**src/rtl/assert_macros.svh**
```systemverilog
// Assertion macros shared by the RTL of the response line parser.
// No dependencies; synthesis builds define SYNTHESIS and get empty bodies.
`ifndef ASSERT_MACROS_SVH
`define ASSERT_MACROS_SVH
`ifndef SYNTHESIS
`define AP_ASSERT(name, clk, rstn, prop, msg) \
  name: assert property (@(posedge clk) disable iff (!(rstn)) prop) else $error(msg);
`define AP_ASSERT_ALWAYS(name, clk, prop, msg) \
  name: assert property (@(posedge clk) prop) else $error(msg);
`else
`define AP_ASSERT(name, clk, rstn, prop, msg)
`define AP_ASSERT_ALWAYS(name, clk, prop, msg)
`endif
`endif

```
**src/rtl/atrlp_pkg.sv**
```systemverilog
// Package for the response line parser: request codes, line kinds,
// character constants and the code tables. No dependencies.
package atrlp_pkg;

  localparam int unsigned LINE_BYTES_DEF = 16;
  // Only the first nine bytes of a line are ever looked at.
  localparam int unsigned DEC_BYTES = 9;

  localparam logic [1:0] OP_BYTE  = 2'd0;
  localparam logic [1:0] OP_IDLE  = 2'd1;
  localparam logic [1:0] OP_CLEAR = 2'd2;

  localparam logic [2:0] KIND_IGNORED = 3'd0;
  localparam logic [2:0] KIND_BAUD    = 3'd1;
  localparam logic [2:0] KIND_MODE    = 3'd2;
  localparam logic [2:0] KIND_REPORT  = 3'd3;
  localparam logic [2:0] KIND_POWER   = 3'd4;
  localparam logic [2:0] KIND_CHANNEL = 3'd5;

  localparam logic [7:0] CH_O    = 8'h4F;
  localparam logic [7:0] CH_CR   = 8'h0D;
  localparam logic [7:0] CH_E    = 8'h45;
  localparam logic [7:0] CH_B    = 8'h42;
  localparam logic [7:0] CH_F    = 8'h46;
  localparam logic [7:0] CH_R    = 8'h52;
  localparam logic [7:0] CH_P    = 8'h50;
  localparam logic [7:0] CH_C    = 8'h43;
  localparam logic [7:0] CH_0    = 8'h30;
  localparam logic [7:0] CH_1    = 8'h31;
  localparam logic [7:0] CH_8    = 8'h38;
  localparam logic [7:0] CH_9    = 8'h39;

  localparam logic [3:0] CODE_UNKNOWN = 4'd8;

  // Two-character texts, first character in the high byte.
  localparam logic [15:0] BAUD_TEXTS [8] = '{
    16'h3132, 16'h3234, 16'h3438, 16'h3936,
    16'h3139, 16'h3338, 16'h3537, 16'h3131
  };
  localparam logic [15:0] POWER_TEXTS [8] = '{
    16'h3031, 16'h3032, 16'h3035, 16'h3038,
    16'h3131, 16'h3134, 16'h3137, 16'h3230
  };

  function automatic logic [3:0] baud_code_f(input logic [15:0] text);
    logic [3:0] code;
    code = CODE_UNKNOWN;
    for (int k = 7; k >= 0; k--) begin
      if (text == BAUD_TEXTS[k]) code = 4'(k);
    end
    return code;
  endfunction

  function automatic logic [3:0] power_code_f(input logic [15:0] text);
    logic [3:0] code;
    code = CODE_UNKNOWN;
    for (int k = 7; k >= 0; k--) begin
      if (text == POWER_TEXTS[k]) code = 4'(k);
    end
    return code;
  endfunction

  function automatic logic is_digit_f(input logic [7:0] c);
    return (c >= CH_0) && (c <= CH_9);
  endfunction

  // Value of the leading decimal digits of the three-character text.
  function automatic logic [9:0] channel_value_f(input logic [23:0] text);
    logic [9:0] a;
    logic [9:0] b;
    logic [9:0] c;
    logic       d0;
    logic       d1;
    logic       d2;
    logic [9:0] v;
    a  = {6'd0, text[19:16]};
    b  = {6'd0, text[11:8]};
    c  = {6'd0, text[3:0]};
    d0 = is_digit_f(text[23:16]);
    d1 = d0 && is_digit_f(text[15:8]);
    d2 = d1 && is_digit_f(text[7:0]);
    if (d2) begin
      v = a * 10'd100 + b * 10'd10 + c;
    end else if (d1) begin
      v = a * 10'd10 + b;
    end else if (d0) begin
      v = a;
    end else begin
      v = 10'd0;
    end
    return v;
  endfunction

endpackage

```
**src/rtl/at_response_line_parser_top.sv**
```systemverilog
// Response line parser for a serial radio module: one request per received
// byte or command, at most one result per carriage return. The request stream
// is taken at one request per clock; a result appears in the output register
// the cycle after the carriage return that ends a line is accepted, and
// s_axis_tready falls only while a result sits in that register untaken.
// Uses atrlp_pkg and assert_macros.svh.
`include "assert_macros.svh"

module at_response_line_parser_top #(
  parameter int unsigned LINE_BYTES = atrlp_pkg::LINE_BYTES_DEF
) (
  input  logic        clk_i,
  input  logic        rst_ni,
  input  logic        s_axis_tvalid,
  output logic        s_axis_tready,
  input  logic [7:0]  s_axis_tdata,   // [7:0] rx_byte
  input  logic [1:0]  s_axis_tuser,   // [1:0] op
  output logic        m_axis_tvalid,
  input  logic        m_axis_tready,
  // [3:0] baud_code, [11:4] mode_char, [21:12] channel_number,
  // [25:22] power_code, [33:26] lines_decoded, [39:34] zero
  output logic [39:0] m_axis_tdata,
  output logic [2:0]  m_axis_tuser    // [2:0] line_kind
);
  import atrlp_pkg::*;

  localparam int unsigned WI_W = $clog2(LINE_BYTES + 1);

  typedef enum logic [1:0] {
    RD_IDLE,
    RD_CAPTURE,
    RD_DONE
  } rd_state_e;

  rd_state_e       st_q, st_d;
  logic [WI_W-1:0] wi_q, wi_d;
  logic [7:0]      store_q [DEC_BYTES];
  logic [7:0]      store_d [DEC_BYTES];
  logic [7:0]      view    [DEC_BYTES];
  logic [15:0]     baud_q, baud_d;
  logic [7:0]      mode_q, mode_d;
  logic [23:0]     chan_q, chan_d;
  logic [15:0]     pwr_q, pwr_d;
  logic [7:0]      lc_q, lc_d;

  logic            out_valid_q;
  logic [33:0]     out_data_q;
  logic [2:0]      out_kind_q;

  logic            s_fire;
  logic            cr_fire;
  logic            idle_fire;
  logic            start;
  logic            cap_eff;
  logic            is_cr;
  logic [WI_W-1:0] wi_eff;
  logic [WI_W-1:0] wi_inc;
  logic            emit;
  logic [2:0]      kind;

  assign s_axis_tready = !out_valid_q || m_axis_tready;
  assign s_fire        = s_axis_tvalid && s_axis_tready;
  assign cr_fire       = s_fire && (s_axis_tuser == OP_BYTE) && (s_axis_tdata == CH_CR);
  assign idle_fire     = s_fire && (s_axis_tuser == OP_IDLE);

  assign start   = (s_axis_tdata == CH_O) && (st_q != RD_CAPTURE);
  assign cap_eff = (st_q == RD_CAPTURE) || start;
  assign is_cr   = (s_axis_tdata == CH_CR) && (st_q == RD_CAPTURE);
  assign wi_eff  = start ? '0 : wi_q;
  assign wi_inc  = wi_q + WI_W'(1);

  always_comb begin
    st_d     = st_q;
    wi_d     = wi_q;
    store_d  = store_q;
    view     = store_q;
    baud_d   = baud_q;
    mode_d   = mode_q;
    chan_d   = chan_q;
    pwr_d    = pwr_q;
    lc_d     = lc_q;
    emit     = 1'b0;
    kind     = KIND_IGNORED;
    if (s_fire) begin
      case (s_axis_tuser)
        OP_BYTE: begin
          if (is_cr) begin
            st_d = RD_DONE;
            // The line is only decoded when the CR and its terminator fit.
            if (wi_q < WI_W'(LINE_BYTES - 1)) begin
              for (int i = 0; i < DEC_BYTES; i++) begin
                if (wi_q == WI_W'(i)) begin
                  view[i] = CH_CR;
                end else if (wi_inc == WI_W'(i)) begin
                  view[i] = 8'd0;
                end
              end
              store_d = view;
              wi_d    = wi_inc;
              emit    = 1'b1;
              lc_d    = lc_q + 8'd1;
              if ((view[2] != 8'd0) && (view[0] != CH_E)) begin
                case (view[3])
                  CH_B: begin
                    baud_d = {view[4], view[5]};
                    kind   = KIND_BAUD;
                  end
                  CH_F: begin
                    mode_d = view[5];
                    kind   = KIND_MODE;
                  end
                  CH_R: begin
                    if (view[4] == CH_C) chan_d = {view[5], view[6], view[7]};
                    if (view[4] == CH_P) pwr_d = {view[7], view[8]};
                    kind = KIND_REPORT;
                  end
                  CH_P: begin
                    if ((view[4] >= CH_1) && (view[4] <= CH_8)) begin
                      pwr_d = POWER_TEXTS[3'(view[4] - CH_1)];
                    end else begin
                      pwr_d = 16'd0;
                    end
                    kind = KIND_POWER;
                  end
                  CH_C: begin
                    chan_d = {view[4], view[5], view[6]};
                    kind   = KIND_CHANNEL;
                  end
                  default: kind = KIND_IGNORED;
                endcase
              end
            end
          end else if (cap_eff) begin
            st_d = RD_CAPTURE;
            wi_d = wi_eff;
            // Bytes past the end of the store are dropped until CR.
            if (wi_eff < WI_W'(LINE_BYTES)) begin
              for (int i = 0; i < DEC_BYTES; i++) begin
                if (wi_eff == WI_W'(i)) store_d[i] = s_axis_tdata;
              end
              wi_d = wi_eff + WI_W'(1);
            end
          end
        end
        OP_IDLE:  st_d = RD_IDLE;
        OP_CLEAR: lc_d = 8'd0;
        default:  ;
      endcase
    end
  end

  always_ff @(posedge clk_i or negedge rst_ni) begin
    if (!rst_ni) begin
      st_q        <= RD_IDLE;
      wi_q        <= '0;
      for (int i = 0; i < DEC_BYTES; i++) store_q[i] <= 8'd0;
      baud_q      <= 16'd0;
      mode_q      <= 8'd0;
      chan_q      <= 24'd0;
      pwr_q       <= 16'd0;
      lc_q        <= 8'd0;
      out_valid_q <= 1'b0;
    end else begin
      st_q    <= st_d;
      wi_q    <= wi_d;
      store_q <= store_d;
      baud_q  <= baud_d;
      mode_q  <= mode_d;
      chan_q  <= chan_d;
      pwr_q   <= pwr_d;
      lc_q    <= lc_d;
      if (emit) begin
        out_valid_q <= 1'b1;
      end else if (m_axis_tready) begin
        out_valid_q <= 1'b0;
      end
    end
  end

  always_ff @(posedge clk_i) begin
    if (emit) begin
      out_data_q <= {lc_d, power_code_f(pwr_d), channel_value_f(chan_d), mode_d,
                     baud_code_f(baud_d)};
      out_kind_q <= kind;
    end
  end

  assign m_axis_tvalid = out_valid_q;
  assign m_axis_tdata  = {6'd0, out_data_q};
  assign m_axis_tuser  = out_kind_q;

  `AP_ASSERT(a_result_after_cr, clk_i, rst_ni, $rose(out_valid_q) |-> $past(cr_fire), "no CR")
  `AP_ASSERT(a_index_in_range, clk_i, rst_ni, wi_q <= WI_W'(LINE_BYTES), "index past store")
  `AP_ASSERT(a_idle_request, clk_i, rst_ni, idle_fire |=> (st_q == RD_IDLE), "reader not idle")
  `AP_ASSERT(a_count_step, clk_i, rst_ni, emit |=> (lc_q == $past(lc_q) + 8'd1), "count stuck")

endmodule

```
**config.mk**
```make
export PLATFORM = sky130hd
export DESIGN_NAME = at_response_line_parser_top
export DESIGN_NICKNAME = d
export VERILOG_FILES = /design/src/rtl/atrlp_pkg.sv /design/src/rtl/at_response_line_parser_top.sv
export VERILOG_INCLUDE_DIRS = /design/src /design/src/rtl
export SDC_FILE = /design/constraint.sdc
export NUM_CORES = 1
export LEC_CHECK = 0
export BUFFER_PORTS_ARGS = -buffer_cell sky130_fd_sc_hd__buf_2
export CAP_MARGIN = 40
export CORE_MARGIN = 2
export CORE_UTILIZATION = 55
export DETAILED_ROUTE_END_ITERATION = 12
export PLACE_DENSITY = 0.73
export SLEW_MARGIN = 20
export SYNTH_ARGS = -nofsm -noshare
export SYNTH_HDL_FRONTEND = slang
export SYNTH_SLANG_ARGS = --single-unit
```
**constraint.sdc**
```tcl
create_clock -name clk_i -period 14.1 [get_ports clk_i]
set_input_delay 0.705 -clock clk_i [delete_from_list [all_inputs] [get_ports clk_i]]
set_output_delay 0.705 -clock clk_i [all_outputs]
set_load 0.05 [all_outputs]
```
==> results by group <==
Die
  – Die area: 20,300 µm²
  – # IOs: 59
  – Chip Height: 142 µm
  – Placeable Area: 18,800 µm²
  – Die W: 142 µm
  – Placement Rows: 50
  – Initial Util: 56.2%

Worst setup path
  – Worst r2r src: wi_q[0]
  – CP arrival: 6.46 ns
  – Worst-path fanout max: 18
  – Crit path kind: flip-flop to flip-flop
  – Cell repeated most along the worst path: ha_1
  – Buf/Inv on CP: 2
  – Slowest stage delay, CP: 0.63 ns
  – Worst-path cell with the longest stage delay: dfrtp_1
  – R2R setup slack: 7.92 ns
  – Critical Path, Cell by Cell: ha_1 -> and4b_1 -> o211ai_1 -> nand3_1 -> and2_0 -> or3_4 -> and2_1 -> or2_2 -> ha_1 -> ha_1 -> inv_1 -> fa_1 -> inv_1 -> ha_1 -> ha_1 -> o21ai_0 -> nand2b_1 -> a21oi_1 -> nor2_1 -> nor2_1 -> xor2_1 -> or2_2 -> a21oi_1
  – Critical register-to-register path endpoint: out_data_q[20]
  – Worst path required time: 14.38 ns
  – Crit path max-delay family: simple AND/OR/NAND/NOR gates
  – CP Capture Type: flip-flop
  – Crit start category: flip-flop
  – Cell depth of the worst setup path: 23
  – Reg2Reg Depth: 23

Synthesis
  – Synth Instances: 1,078
  – Number of flops mapped to enable cells by yosys: 37
  – Most common cell in the netlist: dfrtp_1
  – Post-synthesis cell type count: 82
  – Avg Cell Area, Syn: 9.78 µm²
  – Area contributors post-synth: dfrtp_1, edfxtp_1, ha_1
  – #FFs+latches synth: 181
  – Netlist Area Pre-Place: 10,500 µm²
  – Async SR Flop Fraction: 79.6%
  – Leading area contributor after synthesis: dfrtp_1
  – Synth top area share: 34.2%
  – Synth cell count leaders: dfrtp_1, nand2_1, o21ai_0, nor2_1
  – Warnings from Yosys: 0
  – Part of the Yosys area used for sequential elements: 44.7%
  – Top FF cell, synth: dfrtp_1

Routing
  – First-pass DRT Iterations: 6
  – Antenna-violating nets left: 0
  – Drt initial violations: 1,056
  – Vias per cell: 6.40
  – DRC viols: 0
  – Drt total wl: 28,600 µm
  – Drt wl/cell: 21.0 µm
  – Vias post-DR: 8,722

Clock tree
  – CTS resizes: 0
  – Clock tree buffer depth: 2
  – Num CTS Buffers: 17
  – Root buf cell: clkbuf_16
  – H-tree depth: 4
  – Hold buffer count at cts: 0
  – CTS clk-pin slew, worst paths: 0.07 ns
  – Clk sink count: 181
  – CTS tree: done
  – Postcts setup bufs: 0
  – Worst skew pair latency: 0.44 ns

Timing
  – Final setup violation count: 0
  – Skew final: 0.0119 ns
  – Setup_tns: 0 ns
  – Final worst path period share: 43.8%
  – Max_slew headroom: 40.2%
  – Max Freq: 162 MHz
  – Period minus WS final: 6.18 ns
  – RSZ-0062 raised after global routing: false
  – Pins Over Slew Limit: 0
  – Worst Max-Slew Pin Slew: 0.884 ns
  – Final Hold Fails: 0

Run status
  – Status: finished, final reports clean

Cells and area
  – Final nets: 1,181
  – Multi-input logic area: 5400 µm²
  – Diode count: 0
  – Layout fillers: 1,566
  – Area Growth Syn to Fin: 10.5%
  – Share of cells above drive strength 1: 13.3%
  – Post-route cell area: 11,700 µm²
  – Register area: 4710 µm²

Global routing
  – Total global routing overflow: 0
  – First-pass GRT wire length: 44,900 µm
  – Largest net degree at the start of global routing: 76
  – Vias in the first global route: 7,975
  – Initial antenna violation count: 0
  – GRT Total Usage: 28.8%

Worst hold path
  – Worst Hold Class: input port to asynchronous set/reset pin

Job
  – Max-Cap Viols: 0

Pwr
  – PD cells: 140 nW/µm²
  – Leakage: 5.13 nW
  – Worst vdd ir: 99.9 µV

Place
  – IO buf count: 52
  – Placed instance area: 11,000 µm²
  – DP Wirelength: 20,600 µm
  – Routability cong.: 0.946
placed cells by master (no fill, tap or decap), types with 11 or more instances in the layout:
| cell | synthesis | final |
|---|---|---|
| dfrtp_1 | 144 | 144 |
| nand2_1 | 116 | 116 |
| o21ai_0 | 84 | 84 |
| nor2_1 | 65 | 64 |
| buf_2 | 10 | 52 |
| inv_1 | 50 | 50 |
| a22o_1 | 50 | 50 |
| a21oi_1 | 47 | 47 |
| ha_1 | 44 | 44 |
| edfxtp_1 | 37 | 37 |
| nand3_1 | 28 | 28 |
| and3_1 | 18 | 18 |
| o211ai_1 | 18 | 18 |
| clkbuf_16 | 0 | 18 |
| nor3_1 | 17 | 16 |
| buf_4 | 7 | 16 |
| a21o_1 | 15 | 15 |
| a22oi_1 | 14 | 14 |
| o31ai_1 | 14 | 14 |
| xor2_1 | 13 | 13 |
| and2_1 | 12 | 12 |
| xnor2_1 | 12 | 12 |
| nor2b_1 | 11 | 11 |
| nor4_1 | 12 | 11 |
| a31oi_1 | 11 | 11 |
| a32oi_1 | 11 | 11 |
layout make-up:
type | instances | area share (%)
clock buffer | 20 | 4.01
clock inverter | 12 | 1.19
inverter | 50 | 1.61
multi-input combinational | 793 | 46.3
sequential | 181 | 40.4
tap | 234 | 2.51
timing repair buffer | 73 | 3.93
power breakdown:
part           total (W)  switching (W)  leakage, nW  internal [W]
Sequential      0.000675      0.0000912         2.27      0.000584
Combinational   0.000467       0.000307         2.56      0.000160
Clock           0.000495       0.000215        0.300      0.000280
Total            0.00164       0.000613         5.13       0.00102
metal layers:
metal	wire length, µm	global-route usage, %	vias up
li1	-	-	4064
met2	12600	41.7	400
met3	3150	8.68	43
met1	12400	42.1	4215
met4	480	7.92	0
met5	0	0	-
metrics by stage:
stage               hold slack [ns]  std cells  util [%]  total power (W)  setup WS, ns
floorplan                     0.409       1083         -         0.000974          8.59
global placement              0.453       1323      58.4          0.00111          8.07
detailed placement            0.457       1330      58.8          0.00112          7.80
CTS                           0.296       1362      62.0          0.00162          7.94
global route                  0.330       1363      62.1          0.00171          7.55
finish                        0.262       1363      62.1          0.00164          7.92
flip-flops by register name (all words and copies together), names as in the netlist:
| signal | cells |
|---|---|
| store_q | 64 |
| baud_q | 16 |
| out_data_q | 34 |
| chan_q | 24 |
| m_axis_tvalid | 1 |
| m_axis_tuser | 3 |
| lc_q | 8 |
| st_q | 2 |
| pwr_q | 16 |
| wi_q | 5 |
| mode_q | 8 |
cell families (layout without fill, tap and decap cells):
| logic type | count (synthesis) | after routing | share of synthesized area [%] |
|---|---|---|---|
| xor gates and xnor gates | 25 | 25 | 2.08 |
| buffers and inverters | 109 | 155 | 4.46 |
| and+or+nand+nor | 371 | 371 | 19.3 |
| AOI/OAI and AO/OA | 323 | 323 | 21.2 |
| adders and majority gates | 51 | 51 | 6.55 |
| other | 1 | 6 | 0.0356 |
| muxes | 17 | 17 | 1.72 |
| DFF | 181 | 181 | 44.7 |
how the worst max path moves through the flow:
stage | start | to | slack [ns]
3_5_place_dp | s_axis_tdata[1] | out_data_q[20] | 7.80
5_1_grt | wi_q[0] | out_data_q[20] | 7.55
4_1_cts | wi_q[0] | out_data_q[20] | 7.94
3_3_place_gp | s_axis_tdata[1] | out_data_q[20] | 8.07
2_1_floorplan | wi_q[0] | out_data_q[20] | 8.59
6_report | wi_q[0] | out_data_q[20] | 7.92
Note: power is estimated with default switching activity, not from simulation.
